### config.mk
export PLATFORM = sky130hd
export DESIGN_NAME = delayed_repeat_timer
export DESIGN_NICKNAME = d
export VERILOG_FILES = /design/src/design/drt_pkg.sv /design/src/design/delayed_repeat_timer.sv /design/src/design/drt_cfg.sv /design/src/design/drt_in_reg.sv /design/src/design/drt_core.sv
export SDC_FILE = /design/constraint.sdc
export NUM_CORES = 1
export LEC_CHECK = 0
export ABC_AREA = 1
export BUFFER_PORTS_ARGS = -buffer_cell sky130_fd_sc_hd__buf_2
export CORE_MARGIN = 3
export CORE_UTILIZATION = 60
export DETAILED_ROUTE_END_ITERATION = 10
export PLACE_DENSITY = 0.79
export SETUP_SLACK_MARGIN = 0.1
export SLEW_MARGIN = 30
export SYNTH_ARGS = -nofsm -noshare
export SYNTH_HDL_FRONTEND = slang
export SYNTH_SLANG_ARGS = --single-unit
### constraint.sdc
create_clock -name clk_i -period 12.2 [get_ports clk_i]
set_input_delay 2.44 -clock clk_i [delete_from_list [all_inputs] [get_ports clk_i]]
set_output_delay 2.44 -clock clk_i [all_outputs]
set_load 0.05 [all_outputs]
### src/design/drt_pkg.sv
// Shared widths, register codes and payload types of the delayed repeat timer.
package drt_pkg;

  localparam int unsigned TIME_BITS      = 32;
  localparam int unsigned COUNT_BITS     = 16;
  localparam int unsigned ACC_BITS       = TIME_BITS + 1;
  localparam int unsigned CFG_ADDR_BITS  = 2;
  localparam int unsigned CFG_DATA_BITS  = (TIME_BITS > COUNT_BITS) ? TIME_BITS : COUNT_BITS;
  localparam int unsigned IN_TDATA_BITS  = ((TIME_BITS + 7) / 8) * 8;
  localparam int unsigned OUT_FIELD_BITS = 1 + ACC_BITS + 1 + COUNT_BITS;
  localparam int unsigned OUT_TDATA_BITS = ((OUT_FIELD_BITS + 7) / 8) * 8;

  typedef enum logic [CFG_ADDR_BITS-1:0] {
    CFG_START_DELAY  = 2'd0,
    CFG_PERIOD       = 2'd1,
    CFG_REPEAT_COUNT = 2'd2
  } cfg_addr_e;

  typedef struct packed {
    logic [TIME_BITS-1:0]  start_delay;
    logic [TIME_BITS-1:0]  period;
    logic [COUNT_BITS-1:0] repeat_count;
  } cfg_t;

  typedef struct packed {
    logic                 hold;
    logic [TIME_BITS-1:0] elapsed;
  } tick_t;

  // Packed so that fired lands in the lowest bit of the output word.
  typedef struct packed {
    logic [COUNT_BITS-1:0] fires_so_far;
    logic                  finished;
    logic [ACC_BITS-1:0]   fire_time;
    logic                  fired;
  } result_t;

endpackage

### src/design/delayed_repeat_timer.sv
// Top level of the delayed repeat timer with its result register.
// The timer takes one tick word per clock unless the output stalls and returns one
// result word per tick, held ticks included. A tick is captured in the input register
// and its result in the result register, with the whole state update done in a single
// pass between them. Configuration registers are meant to be written while no tick is
// in flight; their writes are always accepted, as cfg_ready_o is tied high.
module delayed_repeat_timer (
  input  logic                                clk_i,
  input  logic                                rst_ni,
  input  logic                                s_axis_tvalid,
  output logic                                s_axis_tready,
  // Fields from bit 0: elapsed.
  input  logic [drt_pkg::IN_TDATA_BITS-1:0]   s_axis_tdata,
  // Fields from bit 0: hold.
  input  logic                                s_axis_tuser,
  output logic                                m_axis_tvalid,
  input  logic                                m_axis_tready,
  // Fields from bit 0: fired, fire_time, finished, fires_so_far.
  output logic [drt_pkg::OUT_TDATA_BITS-1:0]  m_axis_tdata,
  input  logic                                cfg_valid_i,
  output logic                                cfg_ready_o,
  input  logic [drt_pkg::CFG_ADDR_BITS-1:0]   cfg_addr_i,
  input  logic [drt_pkg::CFG_DATA_BITS-1:0]   cfg_data_i
);

  drt_pkg::cfg_t    cfg;
  drt_pkg::tick_t   tick;
  drt_pkg::result_t result, res_q;
  logic             tick_valid;
  logic             advance;
  logic             out_valid_q, out_valid_d;

  assign advance     = tick_valid && (!out_valid_q || m_axis_tready);
  assign out_valid_d = advance || (out_valid_q && !m_axis_tready);

  drt_cfg u_cfg (
    .clk_i       (clk_i),
    .rst_ni      (rst_ni),
    .cfg_valid_i (cfg_valid_i),
    .cfg_ready_o (cfg_ready_o),
    .cfg_addr_i  (cfg_addr_i),
    .cfg_data_i  (cfg_data_i),
    .cfg_o       (cfg)
  );

  drt_in_reg u_in_reg (
    .clk_i     (clk_i),
    .rst_ni    (rst_ni),
    .s_valid_i (s_axis_tvalid),
    .s_ready_o (s_axis_tready),
    .s_data_i  (s_axis_tdata),
    .s_user_i  (s_axis_tuser),
    .valid_o   (tick_valid),
    .ready_i   (advance),
    .tick_o    (tick)
  );

  drt_core u_core (
    .clk_i    (clk_i),
    .rst_ni   (rst_ni),
    .step_i   (advance),
    .tick_i   (tick),
    .cfg_i    (cfg),
    .result_o (result)
  );

  always_ff @(posedge clk_i or negedge rst_ni) begin
    if (!rst_ni) begin
      out_valid_q <= 1'b0;
    end else begin
      out_valid_q <= out_valid_d;
    end
  end

  always_ff @(posedge clk_i) begin
    if (advance) begin
      res_q <= result;
    end
  end

  assign m_axis_tvalid = out_valid_q;
  assign m_axis_tdata  = drt_pkg::OUT_TDATA_BITS'(res_q);

endmodule

### src/design/drt_cfg.sv
// Configuration register file of the delayed repeat timer.
module drt_cfg (
  input  logic                                clk_i,
  input  logic                                rst_ni,
  input  logic                                cfg_valid_i,
  output logic                                cfg_ready_o,
  input  logic [drt_pkg::CFG_ADDR_BITS-1:0]   cfg_addr_i,
  input  logic [drt_pkg::CFG_DATA_BITS-1:0]   cfg_data_i,
  output drt_pkg::cfg_t                       cfg_o
);

  drt_pkg::cfg_t cfg_q, cfg_d;

  assign cfg_ready_o = 1'b1;
  assign cfg_o       = cfg_q;

  always_comb begin
    cfg_d = cfg_q;
    if (cfg_valid_i) begin
      unique case (cfg_addr_i)
        drt_pkg::CFG_START_DELAY:  cfg_d.start_delay  = cfg_data_i[drt_pkg::TIME_BITS-1:0];
        drt_pkg::CFG_PERIOD:       cfg_d.period       = cfg_data_i[drt_pkg::TIME_BITS-1:0];
        drt_pkg::CFG_REPEAT_COUNT: cfg_d.repeat_count = cfg_data_i[drt_pkg::COUNT_BITS-1:0];
        default: ;
      endcase
    end
  end

  always_ff @(posedge clk_i or negedge rst_ni) begin
    if (!rst_ni) begin
      cfg_q <= '0;
    end else begin
      cfg_q <= cfg_d;
    end
  end

endmodule

### src/design/drt_in_reg.sv
// Input register stage that captures one tick word from the slave stream.
module drt_in_reg (
  input  logic                                clk_i,
  input  logic                                rst_ni,
  input  logic                                s_valid_i,
  output logic                                s_ready_o,
  input  logic [drt_pkg::IN_TDATA_BITS-1:0]   s_data_i,
  input  logic                                s_user_i,
  output logic                                valid_o,
  input  logic                                ready_i,
  output drt_pkg::tick_t                      tick_o
);

  logic           valid_q, valid_d;
  drt_pkg::tick_t tick_q;
  logic           load;

  assign s_ready_o = !valid_q || ready_i;
  assign load      = s_valid_i && s_ready_o;
  assign valid_d   = load || (valid_q && !ready_i);
  assign valid_o   = valid_q;
  assign tick_o    = tick_q;

  always_ff @(posedge clk_i or negedge rst_ni) begin
    if (!rst_ni) begin
      valid_q <= 1'b0;
    end else begin
      valid_q <= valid_d;
    end
  end

  always_ff @(posedge clk_i) begin
    if (load) begin
      tick_q.elapsed <= s_data_i[drt_pkg::TIME_BITS-1:0];
      tick_q.hold    <= s_user_i;
    end
  end

endmodule

### src/design/drt_core.sv
// Timer state and the single-pass tick update that produces one result.
module drt_core (
  input  logic              clk_i,
  input  logic              rst_ni,
  input  logic              step_i,
  input  drt_pkg::tick_t    tick_i,
  input  drt_pkg::cfg_t     cfg_i,
  output drt_pkg::result_t  result_o
);

  typedef enum logic [2:0] {
    PH_DELAY    = 3'd0,
    PH_EVERY    = 3'd1,
    PH_PERIODIC = 3'd2,
    PH_COUNTED  = 3'd3,
    PH_DONE     = 3'd4
  } phase_e;

  function automatic logic [drt_pkg::ACC_BITS-1:0] sat_add(
    input logic [drt_pkg::ACC_BITS-1:0] a,
    input logic [drt_pkg::ACC_BITS-1:0] b
  );
    logic [drt_pkg::ACC_BITS:0] s;
    s = {1'b0, a} + {1'b0, b};
    return s[drt_pkg::ACC_BITS] ? '1 : s[drt_pkg::ACC_BITS-1:0];
  endfunction

  phase_e                          phase_q, phase_d, mode;
  logic [drt_pkg::ACC_BITS-1:0]    delay_q, delay_d;
  logic [drt_pkg::ACC_BITS-1:0]    ia_q, ia_d, ia_cur, ia_sum;
  logic [drt_pkg::COUNT_BITS-1:0]  fc_q, fc_d, fc_cur;
  logic [drt_pkg::ACC_BITS-1:0]    dt, start_ext, period_ext;
  logic                            run;
  logic                            fired;
  logic [drt_pkg::ACC_BITS-1:0]    ftime;

  assign dt         = drt_pkg::ACC_BITS'(tick_i.elapsed);
  assign start_ext  = drt_pkg::ACC_BITS'(cfg_i.start_delay);
  assign period_ext = drt_pkg::ACC_BITS'(cfg_i.period);

  always_comb begin
    phase_d = phase_q;
    delay_d = delay_q;
    ia_d    = ia_q;
    fc_d    = fc_q;
    ia_cur  = ia_q;
    fc_cur  = fc_q;
    mode    = phase_q;
    run     = 1'b0;
    fired   = 1'b0;
    ftime   = '0;
    if (step_i && !tick_i.hold) begin
      run = 1'b1;
      if (phase_q == PH_DELAY) begin
        if (delay_q < start_ext) begin
          delay_d = sat_add(delay_q, dt);
          if (delay_d < start_ext) begin
            run = 1'b0;
          end
        end
        if (run) begin
          ia_cur = '0;
          fc_cur = '0;
          ia_d   = '0;
          fc_d   = '0;
          if (cfg_i.repeat_count != '0) begin
            mode = PH_COUNTED;
          end else if (cfg_i.period != '0) begin
            mode = PH_PERIODIC;
          end else begin
            mode = PH_EVERY;
          end
          phase_d = mode;
        end
      end
    end
    ia_sum = sat_add(ia_cur, dt);
    if (run) begin
      unique case (mode)
        PH_EVERY: begin
          fired = 1'b1;
          ftime = dt;
        end
        PH_PERIODIC: begin
          if (ia_sum >= period_ext) begin
            fired = 1'b1;
            ftime = dt;
            ia_d  = ia_sum - period_ext;
          end else begin
            ia_d  = ia_sum;
          end
        end
        PH_COUNTED: begin
          if (fc_cur >= cfg_i.repeat_count || fc_cur == '1) begin
            phase_d = PH_DONE;
          end else if (cfg_i.period == '0) begin
            fc_d  = fc_cur + drt_pkg::COUNT_BITS'(1);
            fired = 1'b1;
            ftime = dt;
          end else if (ia_sum >= period_ext) begin
            fc_d  = fc_cur + drt_pkg::COUNT_BITS'(1);
            fired = 1'b1;
            ftime = ia_sum;
            ia_d  = ia_sum - period_ext;
          end else begin
            ia_d  = ia_sum;
          end
        end
        default: ;
      endcase
    end
  end

  assign result_o.fired        = fired;
  assign result_o.fire_time    = ftime;
  assign result_o.finished     = (phase_d == PH_DONE);
  assign result_o.fires_so_far = fc_d;

  always_ff @(posedge clk_i or negedge rst_ni) begin
    if (!rst_ni) begin
      phase_q <= PH_DELAY;
      delay_q <= '0;
      ia_q    <= '0;
      fc_q    <= '0;
    end else if (step_i) begin
      phase_q <= phase_d;
      delay_q <= delay_d;
      ia_q    <= ia_d;
      fc_q    <= fc_d;
    end
  end

endmodule

==> impl_metrics.prom, run 1 <==
# TYPE chip_impl_metric gauge
chip_impl_info{name="crit_type",value="reg2reg"} 1
chip_impl_info{name="timing.critical_path.max_delay_family",value="simple AND/OR/NAND/NOR gates"} 1
chip_impl_metric{name="final_period_minus_worst_setup_slack",unit="ps"} 11290
chip_impl_metric{name="die_height",unit="µm"} 181
chip_impl_metric{name="syn2layout_area_growth",unit="%"} 10.8
chip_impl_metric{name="first_global_vias",unit=""} 16300
chip_impl_metric{name="layout.nets",unit=""} 2816
chip_impl_metric{name="total_die_area",unit="µm²"} 32800
chip_impl_info{name="clk_root_buffer_cell",value="sky130_fd_sc_hd__clkbuf_16"} 1
chip_impl_metric{name="timing.reg2reg.setup_slack",unit="ps"} 910
chip_impl_info{name="cell_type_with_the_highest_occurrence_count_on_the_critical_path",value="sky130_fd_sc_hd__nand2_1"} 1
chip_impl_metric{name="pin_count_of_the_biggest_net_entering_global_routing",unit=""} 96
chip_impl_metric{name="synth_edf_count",unit=""} 84
chip_impl_metric{name="numPlacedInstances",unit=""} 2925
chip_impl_metric{name="syn_avg_cell_area",unit="µm²"} 7.47
chip_impl_metric{name="drt-initial-drc-count",unit=""} 1795
chip_impl_metric{name="io_buffer_count",unit=""} 124
chip_impl_metric{name="floorplan.initialDensity",unit="%"} 61.4
chip_impl_metric{name="synth_async_sr_flop_share",unit="%"} 66.5
chip_impl_metric{name="finalHoldViolations",unit=""} 0
chip_impl_metric{name="wire_per_inst",unit="µm"} 19.4
chip_impl_metric{name="synth.yosys.seq_area_share",unit="%"} 36.4
chip_impl_metric{name="synthesized_instance_count",unit=""} 2464
chip_impl_metric{name="tritoncts.num_buffers",unit=""} 29
chip_impl_metric{name="setup_viol_count_final",unit=""} 0
chip_impl_metric{name="final_cell_count_no_fill",unit=""} 2979
chip_impl_info{name="tritoncts",value="done"} 1
chip_impl_metric{name="floorplan.rows",unit=""} 63
chip_impl_metric{name="clock_latency_of_the_later_clocked_register_in_the_worst_skew_pair",unit="ps"} 580
chip_impl_metric{name="powerDensity",unit="nW/µm²"} 155
chip_impl_info{name="critical_path.endpoint_type",value="flop"} 1
chip_impl_metric{name="p_total",unit="µW"} 3150
chip_impl_metric{name="insertedDiodeCount",unit=""} 0
chip_impl_metric{name="clock_sink_count",unit=""} 251
chip_impl_info{name="status",value="finished clean"} 1
chip_impl_metric{name="pin_count",unit=""} 131
chip_impl_metric{name="critPathMaxFanout",unit=""} 33
chip_impl_metric{name="relSlewSlack",unit="%"} 34.2
chip_impl_metric{name="fin_crit_sh",unit="%"} 92.5
chip_impl_metric{name="clkTransAtPathRegs",unit="ps"} 60
chip_impl_metric{name="static-leakage-power",unit="µW"} 0.0106
chip_impl_metric{name="grtUsageTotal",unit="%"} 34.2
chip_impl_metric{name="total_buffers_and_inverters_traversed_by_the_critical_path",unit=""} 10
chip_impl_info{name="most_frequent_standard_cell_in_the_layout_excluding_fill_and_tap_cells",value="sky130_fd_sc_hd__nand2_1"} 1
chip_impl_info{name="setup.worst_path.start_class",value="flop"} 1
chip_impl_metric{name="ys_warn_count",unit=""} 0
chip_impl_metric{name="postCtsSetupBuffers",unit=""} 0
chip_impl_metric{name="maxCapViolations",unit=""} 0
chip_impl_info{name="unrepaired_setup_endpoints_after_global_routing",value="false"} 1
chip_impl_metric{name="cpPeakStageDelay",unit="ps"} 500
chip_impl_metric{name="arrival",unit="ps"} 11650
chip_impl_metric{name="initial_antenna_violation_count",unit=""} 1
chip_impl_metric{name="drt_drc_violations_left",unit=""} 0
chip_impl_metric{name="place.gp.congestion",unit=""} 1.02
chip_impl_metric{name="synth.distinct_cells",unit=""} 57
chip_impl_metric{name="via_per_inst",unit=""} 5.79
chip_impl_metric{name="core_occupancy_in_the_finished_layout",unit="%"} 68.1
chip_impl_info{name="type_of_the_most_critical_hold_path",value="reg2reg"} 1
chip_impl_metric{name="overflow",unit=""} 0
chip_impl_metric{name="grt_first_pass_wirelength",unit="µm"} 88900
chip_impl_metric{name="ctsLongestPathBuffers",unit=""} 3
chip_impl_metric{name="die-width",unit="µm"} 181
chip_impl_metric{name="worst_slew_pin_slew",unit="ps"} 978
chip_impl_metric{name="final_layout_size_suffix_gt1_share",unit="%"} 9.81
chip_impl_metric{name="number_of_hold_repair_buffers_added_at_the_cts_stage",unit=""} 0
chip_impl_info{name="most-common-layout-cells",value="sky130_fd_sc_hd__nand2_1 (642), sky130_fd_sc_hd__inv_1 (368), sky130_fd_sc_hd__o21ai_0 (218), sky130_fd_sc_hd__a21oi_1 (176), sky130_fd_sc_hd__nor2_1 (176)"} 1
chip_impl_metric{name="ys_seq_elements",unit=""} 251
chip_impl_metric{name="max_freq",unit="MHz"} 88.6
chip_impl_metric{name="max-vdd-ir-drop",unit="mV"} 0.118
chip_impl_metric{name="timing.final.max_slew_violations",unit=""} 0
chip_impl_metric{name="core",unit="µm²"} 30000
chip_impl_metric{name="num_vias",unit=""} 17300
chip_impl_metric{name="count_of_tritonroute_iterations_in_the_first_routing_pass",unit=""} 7
chip_impl_metric{name="critPathRequiredTime",unit="ps"} 12560
chip_impl_metric{name="clock_skew",unit="ps"} 15.1
chip_impl_metric{name="fin_setup_tns",unit="ps"} 0
chip_impl_metric{name="dp_hpwl",unit="µm"} 43900
chip_impl_metric{name="detail-route-antenna-nets",unit=""} 0
chip_impl_info{name="ys.flop_type",value="sky130_fd_sc_hd__dfrtp_1"} 1
chip_impl_info{name="cpMaxStageDelayCell",value="sky130_fd_sc_hd__edfxtp_1"} 1
chip_impl_metric{name="drt-total-wl",unit="µm"} 57700
chip_impl_metric{name="synth_area",unit="µm²"} 18400
chip_impl_metric{name="fill_cells",unit=""} 2553
chip_impl_metric{name="cts.htree.levels",unit=""} 1
==> kinds of logic after synthesis <==
kind of cell    Yosys count  synth area share (%)
compound gates          513                  15.3
xor+xnor                 89                  4.24
fa+ha+maj               178                  12.2
buf+inv                 446                  9.57
flops                   251                  36.4
mux                       3                 0.184
other cells               2                0.0408
simple gates            982                  22.1
==> metrics by stage <==
stage / hold slack, ps / setup WS (ps) / cell area (µm²)
finish: 480 / 912 / 20400
global route: 499 / 97.0 / 20400
CTS: 484 / 636 / 20300
detailed placement: 470 / 708 / 19300
global placement: 464 / 1120 / 19300
floorplan: 449 / 3190 / 18400
==> path summary, 6_finish.rpt <==
kind,cells after the start,startpoint,end
setup reg to reg,64,u_in_reg.tick_o[0],m_axis_tdata[15]
hold / removal,2,u_core.ia_q[29],u_core.ia_q[29]
min in group asynchronous,1,rst_ni,u_core.fc_q[14]
hold reg to reg,2,u_core.ia_q[29],u_core.ia_q[29]
setup / recovery,64,u_in_reg.tick_o[0],m_axis_tdata[15]
max in group asynchronous,2,rst_ni,u_cfg.cfg_o[38]
==> layout make-up <==
class	instances	area [µm²]	area share (%)
clock buffer	36	792	3.88
clock inverter	18	229	1.12
inverter	374	1410	6.90
multi-input combinational	1771	10000	49.1
sequential	251	6700	32.9
tap	390	488	2.39
timing repair buffer	139	757	3.71
==> Yosys cell counts, types with 17 or more instances <==
library cell	instances	area share (%)
sky130_fd_sc_hd__nand2_1	643	13
sky130_fd_sc_hd__inv_1	369	7.5
sky130_fd_sc_hd__o21ai_0	219	6.0
sky130_fd_sc_hd__a21oi_1	178	4.8
sky130_fd_sc_hd__nor2_1	176	3.6
sky130_fd_sc_hd__ha_1	175	12
sky130_fd_sc_hd__dfrtp_1	167	23
sky130_fd_sc_hd__edfxtp_1	84	14
sky130_fd_sc_hd__nand3_1	56	1.5
sky130_fd_sc_hd__xor2_1	55	2.6
sky130_fd_sc_hd__clkbuf_1	43	0.88
sky130_fd_sc_hd__xnor2_1	34	1.6
sky130_fd_sc_hd__nand4_1	28	0.95
sky130_fd_sc_hd__o21ai_1	22	0.60
sky130_fd_sc_hd__o211ai_1	18	0.73
sky130_fd_sc_hd__nand2_2	17	0.58
==> routing by layer <==
| metal | vias to the layer above | GRT usage, % | wire length (µm) |
|---|---|---|---|
| met4 | 0 | 11.6 | 2210 |
| met2 | 761 | 52.6 | 25000 |
| met3 | 126 | 6.66 | 5420 |
| met1 | 8111 | 48.8 | 25100 |
| li1 | 8252 | - | - |
| met5 | - | 0 | 0 |
==> registers in the layout (all words and copies together) (netlist names) <==
register          cells
u_core.fc_q          16
u_in_reg.valid_o      1
m_axis_tdata         51
u_core.phase_q        3
u_core.ia_q          33
u_cfg.cfg_o          80
m_axis_tvalid         1
u_in_reg.tick_o      33
u_core.delay_q       33
==> worst min-delay path, delay by kind of cell, from the launching register on <==
kind          cells  cell delay (ps)
flops             1              340
simple gates      2              110
==> what timing repair did <==
action                                  CTS  global route
resized for setup                         0            10
endpoints found under the setup margin    0            97
hold endpoints to repair                  0             0
==> where the power goes <==
group	total, µW	switching (µW)	internal, µW
sequential	1010	64.0	949
clock	940	389	551
combinational	1200	802	400
(Power assumes the default switching activity.)
==> run 2, diff against run 1 <==
--- a/config.mk
+++ b/config.mk
@@ -11,6 +11,7 @@
 export CORE_UTILIZATION = 60
 export DETAILED_ROUTE_END_ITERATION = 10
 export PLACE_DENSITY = 0.79
+export REMOVE_ABC_BUFFERS = 1
 export SETUP_SLACK_MARGIN = 0.1
 export SLEW_MARGIN = 30
 export SYNTH_ARGS = -nofsm -noshare
==> impl_metrics.prom, run 2 (synthesized netlist as in run 1, its figures left out) <==
# TYPE chip_impl_metric gauge
chip_impl_info{name="most_frequent_standard_cell_in_the_layout_excluding_fill_and_tap_cells",value="sky130_fd_sc_hd__nand2_1"} 1
chip_impl_metric{name="initial_antenna_violation_count",unit=""} 1
chip_impl_metric{name="max_freq",unit="MHz"} 88.5
chip_impl_metric{name="relSlewSlack",unit="%"} 42.3
chip_impl_metric{name="postLayoutSetupSlackWorst",unit="ps"} 900
chip_impl_metric{name="io_buffer_count",unit=""} 124
chip_impl_metric{name="pin_count",unit=""} 131
chip_impl_metric{name="layout.nets",unit=""} 2820
chip_impl_metric{name="clock_latency_of_the_later_clocked_register_in_the_worst_skew_pair",unit="ps"} 580
chip_impl_metric{name="fill_cells",unit=""} 2571
chip_impl_info{name="cpMaxStageDelayCell",value="sky130_fd_sc_hd__nor2_1"} 1
chip_impl_metric{name="syn2layout_area_growth",unit="%"} 10.4
chip_impl_metric{name="final_period_minus_worst_setup_slack",unit="ps"} 11300
chip_impl_metric{name="critPathMaxFanout",unit=""} 33
chip_impl_metric{name="max-vdd-ir-drop",unit="mV"} 0.135
chip_impl_metric{name="cell_internal_pwr",unit="µW"} 1850
chip_impl_info{name="cell_type_with_the_highest_occurrence_count_on_the_critical_path",value="sky130_fd_sc_hd__nand2_1"} 1
chip_impl_metric{name="powerDensity",unit="nW/µm²"} 153
chip_impl_metric{name="total_die_area",unit="µm²"} 32800
chip_impl_metric{name="worst_slew_pin_slew",unit="ps"} 863
chip_impl_metric{name="core",unit="µm²"} 30000
chip_impl_metric{name="largest_register_ffs",unit=""} 80
chip_impl_metric{name="p_seq_share",unit="%"} 32.8
chip_impl_metric{name="grt_first_pass_wirelength",unit="µm"} 90500
chip_impl_info{name="unrepaired_setup_endpoints_after_global_routing",value="false"} 1
chip_impl_metric{name="overflow",unit=""} 0
chip_impl_metric{name="drt_drc_violations_left",unit=""} 0
chip_impl_metric{name="critPathRequiredTime",unit="ps"} 12560
chip_impl_metric{name="seqCellArea",unit="µm²"} 6700
chip_impl_info{name="status",value="finished clean"} 1
chip_impl_metric{name="insertedDiodeCount",unit=""} 0
chip_impl_metric{name="power.share.combinational",unit="%"} 38.8
chip_impl_metric{name="floorplan.initialDensity",unit="%"} 61.4
chip_impl_metric{name="clkTransAtPathRegs",unit="ps"} 60
chip_impl_info{name="timing.critical_path.max_delay_family",value="simple AND/OR/NAND/NOR gates"} 1
chip_impl_metric{name="arrival",unit="ps"} 11660
chip_impl_metric{name="final_layout_size_suffix_gt1_share",unit="%"} 9.87
chip_impl_metric{name="die-width",unit="µm"} 181
chip_impl_metric{name="drt-total-wl",unit="µm"} 57600
chip_impl_metric{name="cts.htree.levels",unit=""} 1
chip_impl_metric{name="finalHoldViolations",unit=""} 0
chip_impl_metric{name="place.gp.congestion",unit=""} 0.998
chip_impl_metric{name="wire_per_inst",unit="µm"} 19.3
chip_impl_metric{name="via_per_inst",unit=""} 5.78
chip_impl_metric{name="ctsLongestPathBuffers",unit=""} 3
chip_impl_metric{name="power_switching",unit="µW"} 1250
chip_impl_info{name="setup.worst_path.start_class",value="flop"} 1
chip_impl_metric{name="drt-initial-drc-count",unit=""} 1794
chip_impl_metric{name="dp_hpwl",unit="µm"} 43700
chip_impl_metric{name="clock_skew",unit="ps"} 20.5
chip_impl_metric{name="final_cell_count_no_fill",unit=""} 2983
chip_impl_metric{name="number_of_hold_repair_buffers_added_at_the_cts_stage",unit=""} 0
chip_impl_metric{name="grtUsageTotal",unit="%"} 34.5
chip_impl_metric{name="clock_sink_count",unit=""} 251
chip_impl_metric{name="setup_viol_count_final",unit=""} 0
chip_impl_metric{name="fin_setup_tns",unit="ps"} 0
chip_impl_metric{name="dpl_worst_slack",unit="ps"} 933
chip_impl_metric{name="fin_crit_sh",unit="%"} 92.6
chip_impl_info{name="critical_path.endpoint_type",value="flop"} 1
chip_impl_metric{name="timing.final.max_slew_violations",unit=""} 0
chip_impl_metric{name="num_vias",unit=""} 17200
chip_impl_info{name="crit_type",value="reg2reg"} 1
chip_impl_metric{name="final_layout_worst_hold_slack",unit="ps"} 484
chip_impl_metric{name="die_height",unit="µm"} 181
chip_impl_info{name="tritoncts",value="done"} 1
chip_impl_metric{name="multi_input_comb_area",unit="µm²"} 9980
chip_impl_metric{name="tritoncts.num_buffers",unit=""} 29
chip_impl_info{name="clk_root_buffer_cell",value="sky130_fd_sc_hd__clkbuf_16"} 1
chip_impl_metric{name="power.clock.fraction",unit="%"} 28.3
chip_impl_metric{name="count_of_tritonroute_iterations_in_the_first_routing_pass",unit=""} 5
chip_impl_metric{name="pin_count_of_the_biggest_net_entering_global_routing",unit=""} 75
chip_impl_info{name="type_of_the_most_critical_hold_path",value="reg2reg"} 1
chip_impl_metric{name="detail-route-antenna-nets",unit=""} 0
chip_impl_info{name="most-common-layout-cells",value="sky130_fd_sc_hd__nand2_1 (642), sky130_fd_sc_hd__inv_1 (367), sky130_fd_sc_hd__o21ai_0 (218), sky130_fd_sc_hd__a21oi_1 (178)"} 1
chip_impl_metric{name="numPlacedInstances",unit=""} 2929
chip_impl_metric{name="first_global_vias",unit=""} 16700
chip_impl_metric{name="netSwitchingFraction",unit="%"} 40.4
chip_impl_metric{name="total_buffers_and_inverters_traversed_by_the_critical_path",unit=""} 11
chip_impl_metric{name="maxCapViolations",unit=""} 0
chip_impl_metric{name="floorplan.rows",unit=""} 63
chip_impl_metric{name="cpPeakStageDelay",unit="ps"} 480
chip_impl_metric{name="static-leakage-power",unit="µW"} 0.0106
-- run 2: cell count changes in the layout (fill, tap and decap cells not counted), moves of 2 or more --
cell | before | now
sky130_fd_sc_hd__clkinv_1 | 0 | 2
sky130_fd_sc_hd__buf_6 | 4 | 2
sky130_fd_sc_hd__clkinv_4 | 3 | 5
sky130_fd_sc_hd__buf_4 | 11 | 18
sky130_fd_sc_hd__clkbuf_8 | 5 | 0
sky130_fd_sc_hd__bufinv_16 | 4 | 2
sky130_fd_sc_hd__inv_6 | 0 | 3
sky130_fd_sc_hd__a21oi_1 | 176 | 178
sky130_fd_sc_hd__clkinvlp_4 | 2 | 4
sky130_fd_sc_hd__nor2_2 | 13 | 15
-- run 2: cell type report --
cell class,count,area share (%)
Timing Repair Buffer,143,3.81
Tap cell,390,2.40
Multi-Input combinational cell,1771,49.1
Inverter,374,6.93
Clock inverter,21,0.961
Clock buffer,33,3.75
Sequential cell,251,33.0
-- run 2: power groups by stage --
| stage | Sequential [µW] | Combinational (µW) | Clock, µW |
|---|---|---|---|
| 3_3_place_gp | 1030 | 1160 | 0 |
| 2_1_floorplan | 1040 | 800 | 0 |
| 5_1_grt | 1020 | 1330 | 917 |
| 3_5_place_dp | 1030 | 1160 | 0 |
| 6_report | 1020 | 1200 | 878 |
| 4_1_cts | 1010 | 1170 | 887 |
-- run 2: worst paths after layout --
kind	endpoint	slack, ps	cells after the start	from
worst max-delay path	m_axis_tdata[15]	900	62	u_in_reg.tick_o[0]
worst min-delay path	u_cfg.cfg_o[70]	480	2	u_cfg.cfg_o[70]
worst max register to register	m_axis_tdata[15]	900	62	u_in_reg.tick_o[0]
worst min register to register	u_cfg.cfg_o[70]	480	2	u_cfg.cfg_o[70]
max in group asynchronous	u_core.delay_q[6]	9250	2	rst_ni
min in group asynchronous	u_core.ia_q[23]	1740	1	rst_ni
-- run 2: worst register-to-register path: cells and delay by family, from the launching register on --
kind | cells | cell delay [ps]
AOI/OAI and AO/OA | 14 | 2860
adders and majority gates | 5 | 1680
buffers and inverters | 11 | 1730
DFF | 1 | 460
and+or+nand+nor | 32 | 4360
-- run 2: layer usage --
metal / global-route usage (%) / routed length, µm
met2: 55.4 / 26200
met5: 0 / 3
met3: 6.14 / 5150
met1: 48.3 / 24600
met4: 9.99 / 1670
-- run 2: per-stage QoR --
stage,util (%),power (µW),area (µm²)
floorplan,-,1840,18100
global placement,64.5,2190,19300
detailed placement,64.6,2190,19300
CTS,67.8,3070,20300
global route,67.8,3270,20300
finish,67.8,3100,20300
-- run 2: timing repair --
action	4_1_cts	5_1_grt
resized for setup	0	2
hold endpoints to repair	0	0
setup buffers	0	0
setup endpoints to repair	0	49
